==> src/rtl/core/rfm_pkg.sv <==
// Shared types, codes and widths of the reference frame manager.
package rfm_pkg;

  localparam int POOL_SLOTS_DEF = 16;
  localparam int MAX_REFS_DEF   = 16;

  localparam int FN_W    = 16;
  localparam int POC_W   = 32;
  localparam int PN_W    = 17;
  localparam int RTP_W   = 64;
  localparam int SIDX_W  = 6;
  localparam int SLOT_W  = 4;
  localparam int CFG_W   = 5;
  localparam int CFG_IDX_W = 1;
  localparam int IN_DATA_W  = 96;
  localparam int OUT_DATA_W = 136;

  localparam logic [CFG_IDX_W-1:0] CFG_LOG2_MAX_FN = 1'd0;
  localparam logic [CFG_IDX_W-1:0] CFG_MAX_REFS    = 1'd1;

  localparam logic [1:0] REQ_SLICE   = 2'd0;
  localparam logic [1:0] REQ_ACQUIRE = 2'd1;
  localparam logic [1:0] REQ_RELEASE = 2'd2;

  localparam logic [1:0] KIND_SLICE = 2'd0;
  localparam logic [1:0] KIND_LIST  = 2'd1;
  localparam logic [1:0] KIND_ACQ   = 2'd2;
  localparam logic [1:0] KIND_REL   = 2'd3;

  localparam logic [1:0] STAT_OK         = 2'd0;
  localparam logic [1:0] STAT_NO_SLOT    = 2'd1;
  localparam logic [1:0] STAT_NONE_READY = 2'd2;
  localparam logic [1:0] STAT_BAD_INDEX  = 2'd3;

  typedef enum logic [3:0] {
    OP_NONE, OP_POC, OP_FIND, OP_PICNUM, OP_HDR, OP_NOSLOT, OP_SCAN, OP_LIST,
    OP_FINISH, OP_EVSCAN, OP_EVICT, OP_INSERT, OP_ACQ_RD, OP_ACQ, OP_REL
  } dp_op_t;

  typedef struct packed {
    logic found;
    logic p_refs;
    logic scan_end;
    logic list_end;
    logic ref_pic;
    logic need_evict;
    logic out_free;
  } dp_status_t;

endpackage

==> src/rtl/core/rfm_ctrl.sv <==
// Controller: sequences one request at a time through the datapath operations.
module rfm_ctrl import rfm_pkg::*; (
  input  logic       clk,
  input  logic       rst,
  input  logic       in_accept,
  input  logic [1:0] in_req,
  input  dp_status_t st,
  output logic       in_ready,
  output dp_op_t     op
);

  typedef enum logic [13:0] {
    ST_IDLE   = 14'b00000000000001,
    ST_POC    = 14'b00000000000010,
    ST_FIND   = 14'b00000000000100,
    ST_NOSLOT = 14'b00000000001000,
    ST_PICNUM = 14'b00000000010000,
    ST_HDR    = 14'b00000000100000,
    ST_SCAN   = 14'b00000001000000,
    ST_LIST   = 14'b00000010000000,
    ST_FIN    = 14'b00000100000000,
    ST_EVSCAN = 14'b00001000000000,
    ST_EVICT  = 14'b00010000000000,
    ST_INSERT = 14'b00100000000000,
    ST_ACQ_RD = 14'b01000000000000,
    ST_REL    = 14'b10000000000000
  } state_t;

  state_t state, state_next;
  logic   acq_pend;

  assign in_ready = state == ST_IDLE && !acq_pend;

  always_comb begin
    state_next = state;
    op = OP_NONE;
    unique case (state)
      ST_IDLE: begin
        if (acq_pend) begin
          if (st.out_free) op = OP_ACQ;
        end else if (in_accept) begin
          unique case (in_req)
            REQ_SLICE:   state_next = ST_POC;
            REQ_ACQUIRE: state_next = ST_ACQ_RD;
            REQ_RELEASE: state_next = ST_REL;
            default:     state_next = ST_IDLE;
          endcase
        end
      end
      ST_POC: begin
        op = OP_POC;
        state_next = ST_FIND;
      end
      ST_FIND: begin
        op = OP_FIND;
        state_next = st.found ? ST_PICNUM : ST_NOSLOT;
      end
      ST_NOSLOT: begin
        if (st.out_free) begin
          op = OP_NOSLOT;
          state_next = ST_IDLE;
        end
      end
      ST_PICNUM: begin
        op = OP_PICNUM;
        state_next = ST_HDR;
      end
      ST_HDR: begin
        if (st.out_free) begin
          op = OP_HDR;
          state_next = st.p_refs ? ST_SCAN : ST_FIN;
        end
      end
      ST_SCAN: begin
        op = OP_SCAN;
        if (st.scan_end) state_next = ST_LIST;
      end
      ST_LIST: begin
        if (st.out_free) begin
          op = OP_LIST;
          state_next = st.list_end ? ST_FIN : ST_SCAN;
        end
      end
      ST_FIN: begin
        op = OP_FINISH;
        if (!st.ref_pic) state_next = ST_IDLE;
        else if (st.need_evict) state_next = ST_EVSCAN;
        else state_next = ST_INSERT;
      end
      ST_EVSCAN: begin
        op = OP_EVSCAN;
        if (st.scan_end) state_next = ST_EVICT;
      end
      ST_EVICT: begin
        op = OP_EVICT;
        state_next = ST_INSERT;
      end
      ST_INSERT: begin
        op = OP_INSERT;
        state_next = ST_IDLE;
      end
      ST_ACQ_RD: begin
        op = OP_ACQ_RD;
        state_next = ST_IDLE;
      end
      ST_REL: begin
        if (st.out_free) begin
          op = OP_REL;
          state_next = ST_IDLE;
        end
      end
      default: state_next = ST_IDLE;
    endcase
  end

  // acquire answer waits in idle for the output register once the stamp is read
  always_ff @(posedge clk) begin
    state <= state_next;
    if (state == ST_ACQ_RD) acq_pend <= 1'b1;
    else if (op == OP_ACQ) acq_pend <= 1'b0;
    if (rst) begin
      state    <= ST_IDLE;
      acq_pend <= 1'b0;
    end
  end

endmodule
==> config.mk <==
export PLATFORM = sky130hd
export DESIGN_NAME = rfm_ctrl
export DESIGN_NICKNAME = d
export VERILOG_FILES = /design/src/rtl/core/rfm_pkg.sv /design/src/rtl/core/rfm_ctrl.sv
export SDC_FILE = /design/constraint.sdc
export NUM_CORES = 1
export LEC_CHECK = 0
export BUFFER_PORTS_ARGS = -buffer_cell sky130_fd_sc_hd__buf_2
export CORE_ASPECT_RATIO = 1.1
export CORE_UTILIZATION = 58
export CTS_BUF_LIST = sky130_fd_sc_hd__clkbuf_4
export DETAILED_ROUTE_END_ITERATION = 7
export GPL_ROUTABILITY_DRIVEN = 0
export PLACE_DENSITY = 0.89
export SLEW_MARGIN = 10
export SYNTH_ARGS = -nofsm -noshare
export SYNTH_HDL_FRONTEND = slang
export SYNTH_SLANG_ARGS = --single-unit
==> constraint.sdc <==
create_clock -name clk -period 2.65 [get_ports clk]
set_input_delay 0.1325 -clock clk [delete_from_list [all_inputs] [get_ports clk]]
set_output_delay 0.1325 -clock clk [all_outputs]
set_load 0.005 [all_outputs]
==> results.json, run 1 <==
{
  "cts.sinks": 15,
  "required_ns": 2.52,
  "synth_top_area_cell": "dfxtp_1",
  "cp-end-kind": "primary output",
  "yosysMostFrequentCell": "dfxtp_1",
  "skew_ns": 0.000463,
  "crit_path_max_fanout": 11,
  "ys_ff_latch": 15,
  "route.detailed.wl_per_inst_um": 15.8,
  "synth_area_mm2": 0.00116,
  "routed_wl_mm": 2.99,
  "p_leak_nw": 0.491,
  "synth_area_per_cell_um2": 7.48,
  "grt_use_total": 0.301,
  "yosysSeqAreaShare": 0.259,
  "async_reset_ff_frac": 0,
  "cts.clk_slew.worst_paths_ns": 0.08,
  "max-cap-violations": 0,
  "fin_tns_setup_ns": 0,
  "yosysUniqueCellTypes": 43,
  "cts_buffers": 3,
  "drtIter0Drc": 57,
  "post-route-min-period_ns": 2.47,
  "grt_max_degree": 12,
  "fillCellCount": 152,
  "grt_pass1_wl_mm": 4.96,
  "drive_above_1_share": 0.185,
  "vias": 1241,
  "fmax_ghz": 0.405,
  "drc_errors": 0,
  "hold_viol_final": 0,
  "period_share": 0.931,
  "dp.final_hpwl_mm": 2.34,
  "n_antenna_cell": 0,
  "core_mm2": 0.00182,
  "ir_drop_uv": 477,
  "die_h_um": 48.9,
  "hold_path_class": "in2reg",
  "clk_latency_ns": 0.28,
  "synth_top_area_share": 0.259,
  "pin_count": 17,
  "dieWidth_um": 44.6,
  "synth_common_cells": "dfxtp_1, nor2_1, nand2_1, o21ai_0",
  "syn_inst": 155,
  "drtAntennaViolNets": 0,
  "yosysWarnings": 0,
  "worstSetupPathType": "reg2out",
  "crit_arrival_ns": 2.34,
  "worst_pin_slew_ns": 0.640,
  "start_util": 0.637,
  "synth_nets": 167,
  "cp-start-kind": "flop",
  "firstDrtPassIters": 4,
  "htree_levels": 1,
  "relSlewSlack": 0.569,
  "layout.nets": 175,
  "grt_pass1_vias": 1076,
  "setup_viol": 0,
  "rsz0062_at_grt": "no",
  "synthTopCellsByArea": "dfxtp_1, o21ai_0, nor2_1",
  "synth_ff_type": "dfxtp_1",
  "status": "completed",
  "cts_resized": 0,
  "cts_setup_buffers": 0,
  "power_density_mw_per_mm2": 641,
  "finalMaxSlewViolations": 0,
  "area_delta_synth_final_pct": 5.50,
  "cts_hold_buf": 0,
  "die-area_mm2": 0.00218,
  "row_count": 16,
  "cts_tree": "yes",
  "clockBufferDepth": 2,
  "post-route-util": 0.672,
  "vias_per_cell": 6.57,
  "cts_root_buffer": "clkbuf_4",
  "antenna_found_initial": 0,
  "grt.overflow.total": 0,
  "port_buffers": 16,
  "synth_edf_count": 0
}
path summary, 6_finish.rpt:
kind                                            start                      to  slack, ns  cells after the start
worst min-delay path                        in_req[0]   state[1]$_SDFFE_PP0P_       0.05                      2
worst max register to register  state[9]$_SDFFE_PP0P_  state[12]$_SDFFE_PP0P_       0.34                      6
worst max-delay path            state[9]$_SDFFE_PP0P_                   op[3]       0.18                      7
worst min register to register  acq_pend$_SDFFE_PP0P_   acq_pend$_SDFFE_PP0P_       0.50                      2
critical path, cell delays in order (launching register included):
cell	delay (ns)
dfxtp_1	0.44
nor3_2	0.44
nand4_1	0.23
nor2_1	0.28
and2_1	0.21
o21ai_0	0.16
o2111ai_1	0.13
buf_2	0.15
through the flow:
stage / hold slack [ns] / cells / power, mW / area [um^2] / worst slack (ns)
floorplan: 0.210 / 155 / 0.550 / 1160 / 0.770
global placement: 0.348 / 185 / 0.624 / 1190 / 0.475
detailed placement: 0.350 / 185 / 0.642 / 1190 / 0.416
CTS: 0.0509 / 189 / 0.777 / 1220 / 0.247
global route: 0.0614 / 189 / 0.840 / 1220 / 0.0815
finish: 0.0536 / 189 / 0.784 / 1220 / 0.182
state kept, by name, summed over array words and instances, names as in the netlist:
register	cells
state	14
acq_pend	1
cell usage in the layout (no fill, tap or decap), types with 2 or more instances in the layout:
cell and instances:
dfxtp_1 15, clkbuf_4 4, nor3_1 7, nand4_1 4
o211ai_1 2, o21ai_0 13, nor2_1 14, nor4b_1 4
nor3_2 2, nand3_1 7, a21oi_1 7, nand2_1 13
xnor2_1 2, or3_1 5, nor4_1 4, nand4b_1 2
or4_1 3, xor2_1 4, nor2b_1 2, inv_1 5
a211oi_1 4, buf_2 16, nand3b_1 4
layout make-up:
cell class / instances / area, um^2 / share of cell area
flip-flops and latches: 15 / 300 / 0.245
inverters: 5 / 18.8 / 0.0153
multi-input cells: 121 / 753 / 0.616
well taps: 27 / 33.8 / 0.0276
clock buffers: 4 / 30.0 / 0.0245
repair buffers: 17 / 87.6 / 0.0716
power breakdown:
part / internal, mW / switching, mW
Clock: 0.0687 / 0.0704
Combinational: 0.138 / 0.228
Sequential: 0.243 / 0.0352
per-layer routing:
metal / share of wire / track usage / up-vias / wire (um)
li1: - / - / 589 / -
met1: 0.41 / 0.439 / 565 / 1230
met2: 0.45 / 0.424 / 72 / 1350
met3: 0.096 / 0.0296 / 15 / 286
met4: 0.042 / 0.172 / 0 / 125
met5: 0 / 0 / - / 0
cell families (layout without fill, tap and decap cells):
family / after synthesis / in the layout / share of synthesized area
and+or+nand+nor: 82 / 82 / 0.426
AOI/OAI and AO/OA: 33 / 33 / 0.178
buffers and inverters: 19 / 26 / 0.0917
DFF: 15 / 15 / 0.259
xor gates and xnor gates: 6 / 6 / 0.0453
Note: power is estimated with default switching activity, not from simulation.
==> inputs of run 2 (changes only) <==
CELL_PAD_IN_SITES_DETAIL_PLACEMENT = 1   (was unset)
CELL_PAD_IN_SITES_GLOBAL_PLACEMENT = 1   (was unset)
CORE_UTILIZATION = 42   (was 58)
PLACE_DENSITY = 0.88   (was 0.89)
==> results.json, run 2 (synthesized netlist as in run 1, its figures left out) <==
{
  "min_path_cells": 2,
  "layout.nets": 175,
  "crit_arrival_ns": 2.31,
  "dp_cells": 189,
  "reg2reg_depth": 6,
  "drtAntennaViolNets": 0,
  "stdcell_count": 193,
  "pin_count": 17,
  "status": "completed",
  "skew_ns": 0.00126,
  "setup_viol": 0,
  "final_area_mm2": 0.00123,
  "die-area_mm2": 0.00298,
  "vias": 1194,
  "dieWidth_um": 52.1,
  "p_clk_frac": 0.172,
  "clockBufferDepth": 2,
  "cts_hold_buf": 0,
  "grt_use_total": 0.265,
  "period_share": 0.923,
  "firstDrtPassIters": 4,
  "setup_slack_ns": 0.204,
  "start_util": 0.452,
  "cts_buffers": 3,
  "die_h_um": 57.1,
  "worstSetupPathType": "reg2out",
  "drc_errors": 0,
  "cts.sinks": 15,
  "p_int_uw": 438,
  "pwr-share-seq": 0.358,
  "postPlaceCellArea_mm2": 0.00120,
  "grt_pass1_vias": 1243,
  "finalMaxSlewViolations": 0,
  "p_sw_frac": 0.443,
  "fin_total_pwr_uw": 787,
  "reg.largest.list": "state (14), acq_pend (1)",
  "post-route-util": 0.478,
  "p_leak_nw": 0.491,
  "netSwitchingPower_uw": 349,
  "cts_tree": "yes",
  "antenna_found_initial": 0,
  "max-cap-violations": 0,
  "final_common_cell": "buf_2",
  "crit_family": "simple AND/OR/NAND/NOR gates",
  "drtIter0Drc": 50,
  "fmax_ghz": 0.409,
  "cp_num_cells": 7,
  "drive_above_1_share": 0.185,
  "grt.overflow.total": 0,
  "largest_register": "state",
  "grt_pass1_wl_mm": 5.87,
  "required_ns": 2.52,
  "cts.clk_slew.worst_paths_ns": 0.09,
  "final_cell_mix": "buf_2, dfxtp_1, nor2_1, nand2_1, o21ai_0",
  "ff2ff_setup_slack_ns": 0.24,
  "crit_path_top_delay_cell": "nor3_2",
  "cts_setup_buffers": 0,
  "relSlewSlack": 0.617,
  "cp-end-kind": "primary output",
  "cpPeakStageDelay_ns": 0.48,
  "clk_latency_ns": 0.29,
  "hold_viol_final": 0,
  "cts_resized": 0,
  "path_cells": "nor3_2 -> nand4_1 -> nor2_1 -> and2_1 -> o21ai_0 -> o2111ai_1 -> buf_2",
  "whs_ns": 0.0483,
  "grt_max_degree": 12,
  "fin_tns_setup_ns": 0,
  "worst-path-buf-inv": 1,
  "power_density_mw_per_mm2": 642,
  "route.detailed.wl_per_inst_um": 18.0,
  "largest_register_ffs": 14,
  "cts_root_buffer": "clkbuf_4",
  "dp.final_hpwl_mm": 2.70,
  "area_delta_synth_final_pct": 5.72,
  "core_mm2": 0.00257,
  "htree_levels": 1,
  "hold_path_class": "in2reg",
  "vias_per_cell": 6.19,
  "routed_wl_mm": 3.47,
  "cp-start-kind": "flop",
  "port_buffers": 16,
  "ir_drop_uv": 441,
  "worst_pin_slew_ns": 0.570,
  "crit_path_max_fanout": 11,
  "post-route-min-period_ns": 2.45,
  "rsz0062_at_grt": "no",
  "row_count": 19,
  "dp_worst_setup_slack_ns": 0.274,
  "n_antenna_cell": 0,
  "comb_power_share": 0.471
}
==> run 2: layout make-up <==
class / count / area, um^2
Fill cell: 353 / 1340
Multi-Input combinational cell: 121 / 753
Sequential cell: 15 / 300
Timing Repair Buffer: 17 / 87.6
Tap cell: 31 / 38.8
Clock buffer: 3 / 22.5
Inverter: 5 / 18.8
Clock inverter: 1 / 5.00
==> run 2: worst paths after layout <==
kind                                       startpoint                      to
worst min register to register  acq_pend$_SDFFE_PP0P_   acq_pend$_SDFFE_PP0P_
worst max-delay path            state[9]$_SDFFE_PP0P_                   op[3]
worst max register to register  state[9]$_SDFFE_PP0P_  state[12]$_SDFFE_PP0P_
worst min-delay path                        in_req[0]   state[1]$_SDFFE_PP0P_
==> run 2: metal layers <==
metal | track usage | up-vias | routed length (um)
li1 | - | 585 | -
met2 | 0.434 | 36 | 1730
met5 | 0 | - | 0
met4 | 0.127 | 0 | 59
met3 | 0.0267 | 8 | 144
met1 | 0.341 | 565 | 1540
==> run 2: power by group through the flow <==
stage | registers (mW) | logic, mW | clock network [mW]
final | 0.281 | 0.371 | 0.135
after global routing | 0.284 | 0.411 | 0.144
after CTS | 0.279 | 0.370 | 0.137
after detailed placement | 0.284 | 0.366 | 0
after global placement | 0.281 | 0.357 | 0
after floorplan | 0.259 | 0.290 | 0
==> inputs of run 3 (changes only) <==
==> constraint.sdc (replaced) <==
create_clock -name clk -period 2.65 [get_ports clk]
set_input_delay 0.1325 -clock clk [delete_from_list [all_inputs] [get_ports clk]]
set_output_delay 0.1325 -clock clk [all_outputs]
set_load 0.05 [all_outputs]
==> results.json, run 3 (synthesized netlist as in run 1, its figures left out) <==
{
  "dp_worst_setup_slack_ns": 0.298,
  "start_util": 0.452,
  "route.detailed.wl_per_inst_um": 18.5,
  "firstDrtPassIters": 5,
  "routed_wl_mm": 3.58,
  "status": "completed",
  "dp.final_hpwl_mm": 2.72,
  "layout.nets": 176,
  "fin_total_pwr_uw": 870,
  "port_buffers": 16,
  "setup_viol": 0,
  "crit_path_max_fanout": 8,
  "power_density_mw_per_mm2": 696,
  "post-route-min-period_ns": 2.53,
  "crit_arrival_ns": 2.40,
  "area_delta_synth_final_pct": 7.87,
  "grt_pass1_vias": 1249,
  "cts_setup_buffers": 0,
  "largest_register": "state",
  "grt_use_total": 0.267,
  "ir_drop_uv": 497,
  "cts.sinks": 15,
  "cp-end-kind": "primary output",
  "final_common_cell": "buf_2",
  "p_leak_nw": 0.506,
  "row_count": 19,
  "setup_slack_ns": 0.121,
  "drtAntennaViolNets": 0,
  "n_antenna_cell": 0,
  "worst_pin_slew_ns": 0.598,
  "finalMaxSlewViolations": 0,
  "fillCellCount": 341,
  "cts_tree": "yes",
  "post-route-util": 0.487,
  "vias": 1247,
  "pin_count": 17,
  "grt.overflow.total": 0,
  "final_cell_mix": "buf_2, dfxtp_1, nor2_1, nand2_1, o21ai_0",
  "htree_levels": 1,
  "cts_hold_buf": 0,
  "cts_buffers": 3,
  "rsz0062_at_grt": "yes",
  "period_share": 0.954,
  "cts.clk_slew.worst_paths_ns": 0.08,
  "hold_viol_final": 0,
  "grt_pass1_wl_mm": 5.88,
  "vias_per_cell": 6.43,
  "core_mm2": 0.00257,
  "drtIter0Drc": 50,
  "drc_errors": 0,
  "cts_root_buffer": "clkbuf_4",
  "clk_latency_ns": 0.29,
  "relSlewSlack": 0.598,
  "cts_resized": 0,
  "grt_max_degree": 12,
  "clockBufferDepth": 2,
  "die_h_um": 57.1,
  "fmax_ghz": 0.395,
  "cp-start-kind": "flop",
  "hold_path_class": "in2reg",
  "dieWidth_um": 52.1,
  "drive_above_1_share": 0.190,
  "skew_ns": 0.00207,
  "max-cap-violations": 0,
  "reg.largest.list": "state (14), acq_pend (1)",
  "required_ns": 2.52,
  "die-area_mm2": 0.00298,
  "worstSetupPathType": "reg2out",
  "antenna_found_initial": 0,
  "largest_register_ffs": 14
}
-- run 3: cell count changes in the layout (fill, tap and decap cells not counted), sizes merged --
cell	change
clkinv	-1
clkbuf	+1
buf	+1
-- run 3: critical path: stages, from the launching register on --
cell	delay, ns
dfxtp_1	0.38
or4_1	0.68
nor4_1	0.51
a221o_1	0.27
buf_2	0.26
-- run 3: layout make-up --
type,count,area [um^2],area share
Tap cell,31,38.8,0.0310
Sequential cell,15,300,0.240
Inverter,5,18.8,0.0150
Clock buffer,4,30.0,0.0240
Multi-Input combinational cell,121,768,0.614
Timing Repair Buffer,18,95.1,0.0760
-- run 3: path summary, 6_finish.rpt --
path,cells after the start,startpoint,end,slack [ns]
max reg2reg,6,state[9]$_SDFFE_PP0P_,state[4]$_SDFFE_PP0P_,0.23
max,4,state[1]$_SDFFE_PP0P_,op[1],0.12
min reg2reg,2,acq_pend$_SDFFE_PP0P_,acq_pend$_SDFFE_PP0P_,0.50
min,2,in_req[0],state[1]$_SDFFE_PP0P_,0.06
-- run 3: metrics by stage --
stage	hold WS [ns]	std cells	TNS [ns]	instance area (um^2)
2_1_floorplan	0.210	155	0	1160
3_3_place_gp	0.362	190	0	1210
3_5_place_dp	0.364	190	0	1210
5_1_grt	0.0652	194	-0.0168	1250
6_report	0.0630	194	0	1250
4_1_cts	0.0524	194	0	1240
-- run 3: per-layer routing --
metal  vias up  GRT usage  routed length (um)
li1        585          -                   -
met1       604      0.357                1540
met2        49      0.427                1790
met3         9     0.0187                 168
met4         0      0.131                  85
met5         -          0                   0
-- run 3: where the power goes --
part	leakage (nW)	switching [mW]	internal, mW
registers	0.121	0.0409	0.243
logic	0.366	0.301	0.143
clock network	0.0184	0.0733	0.0689
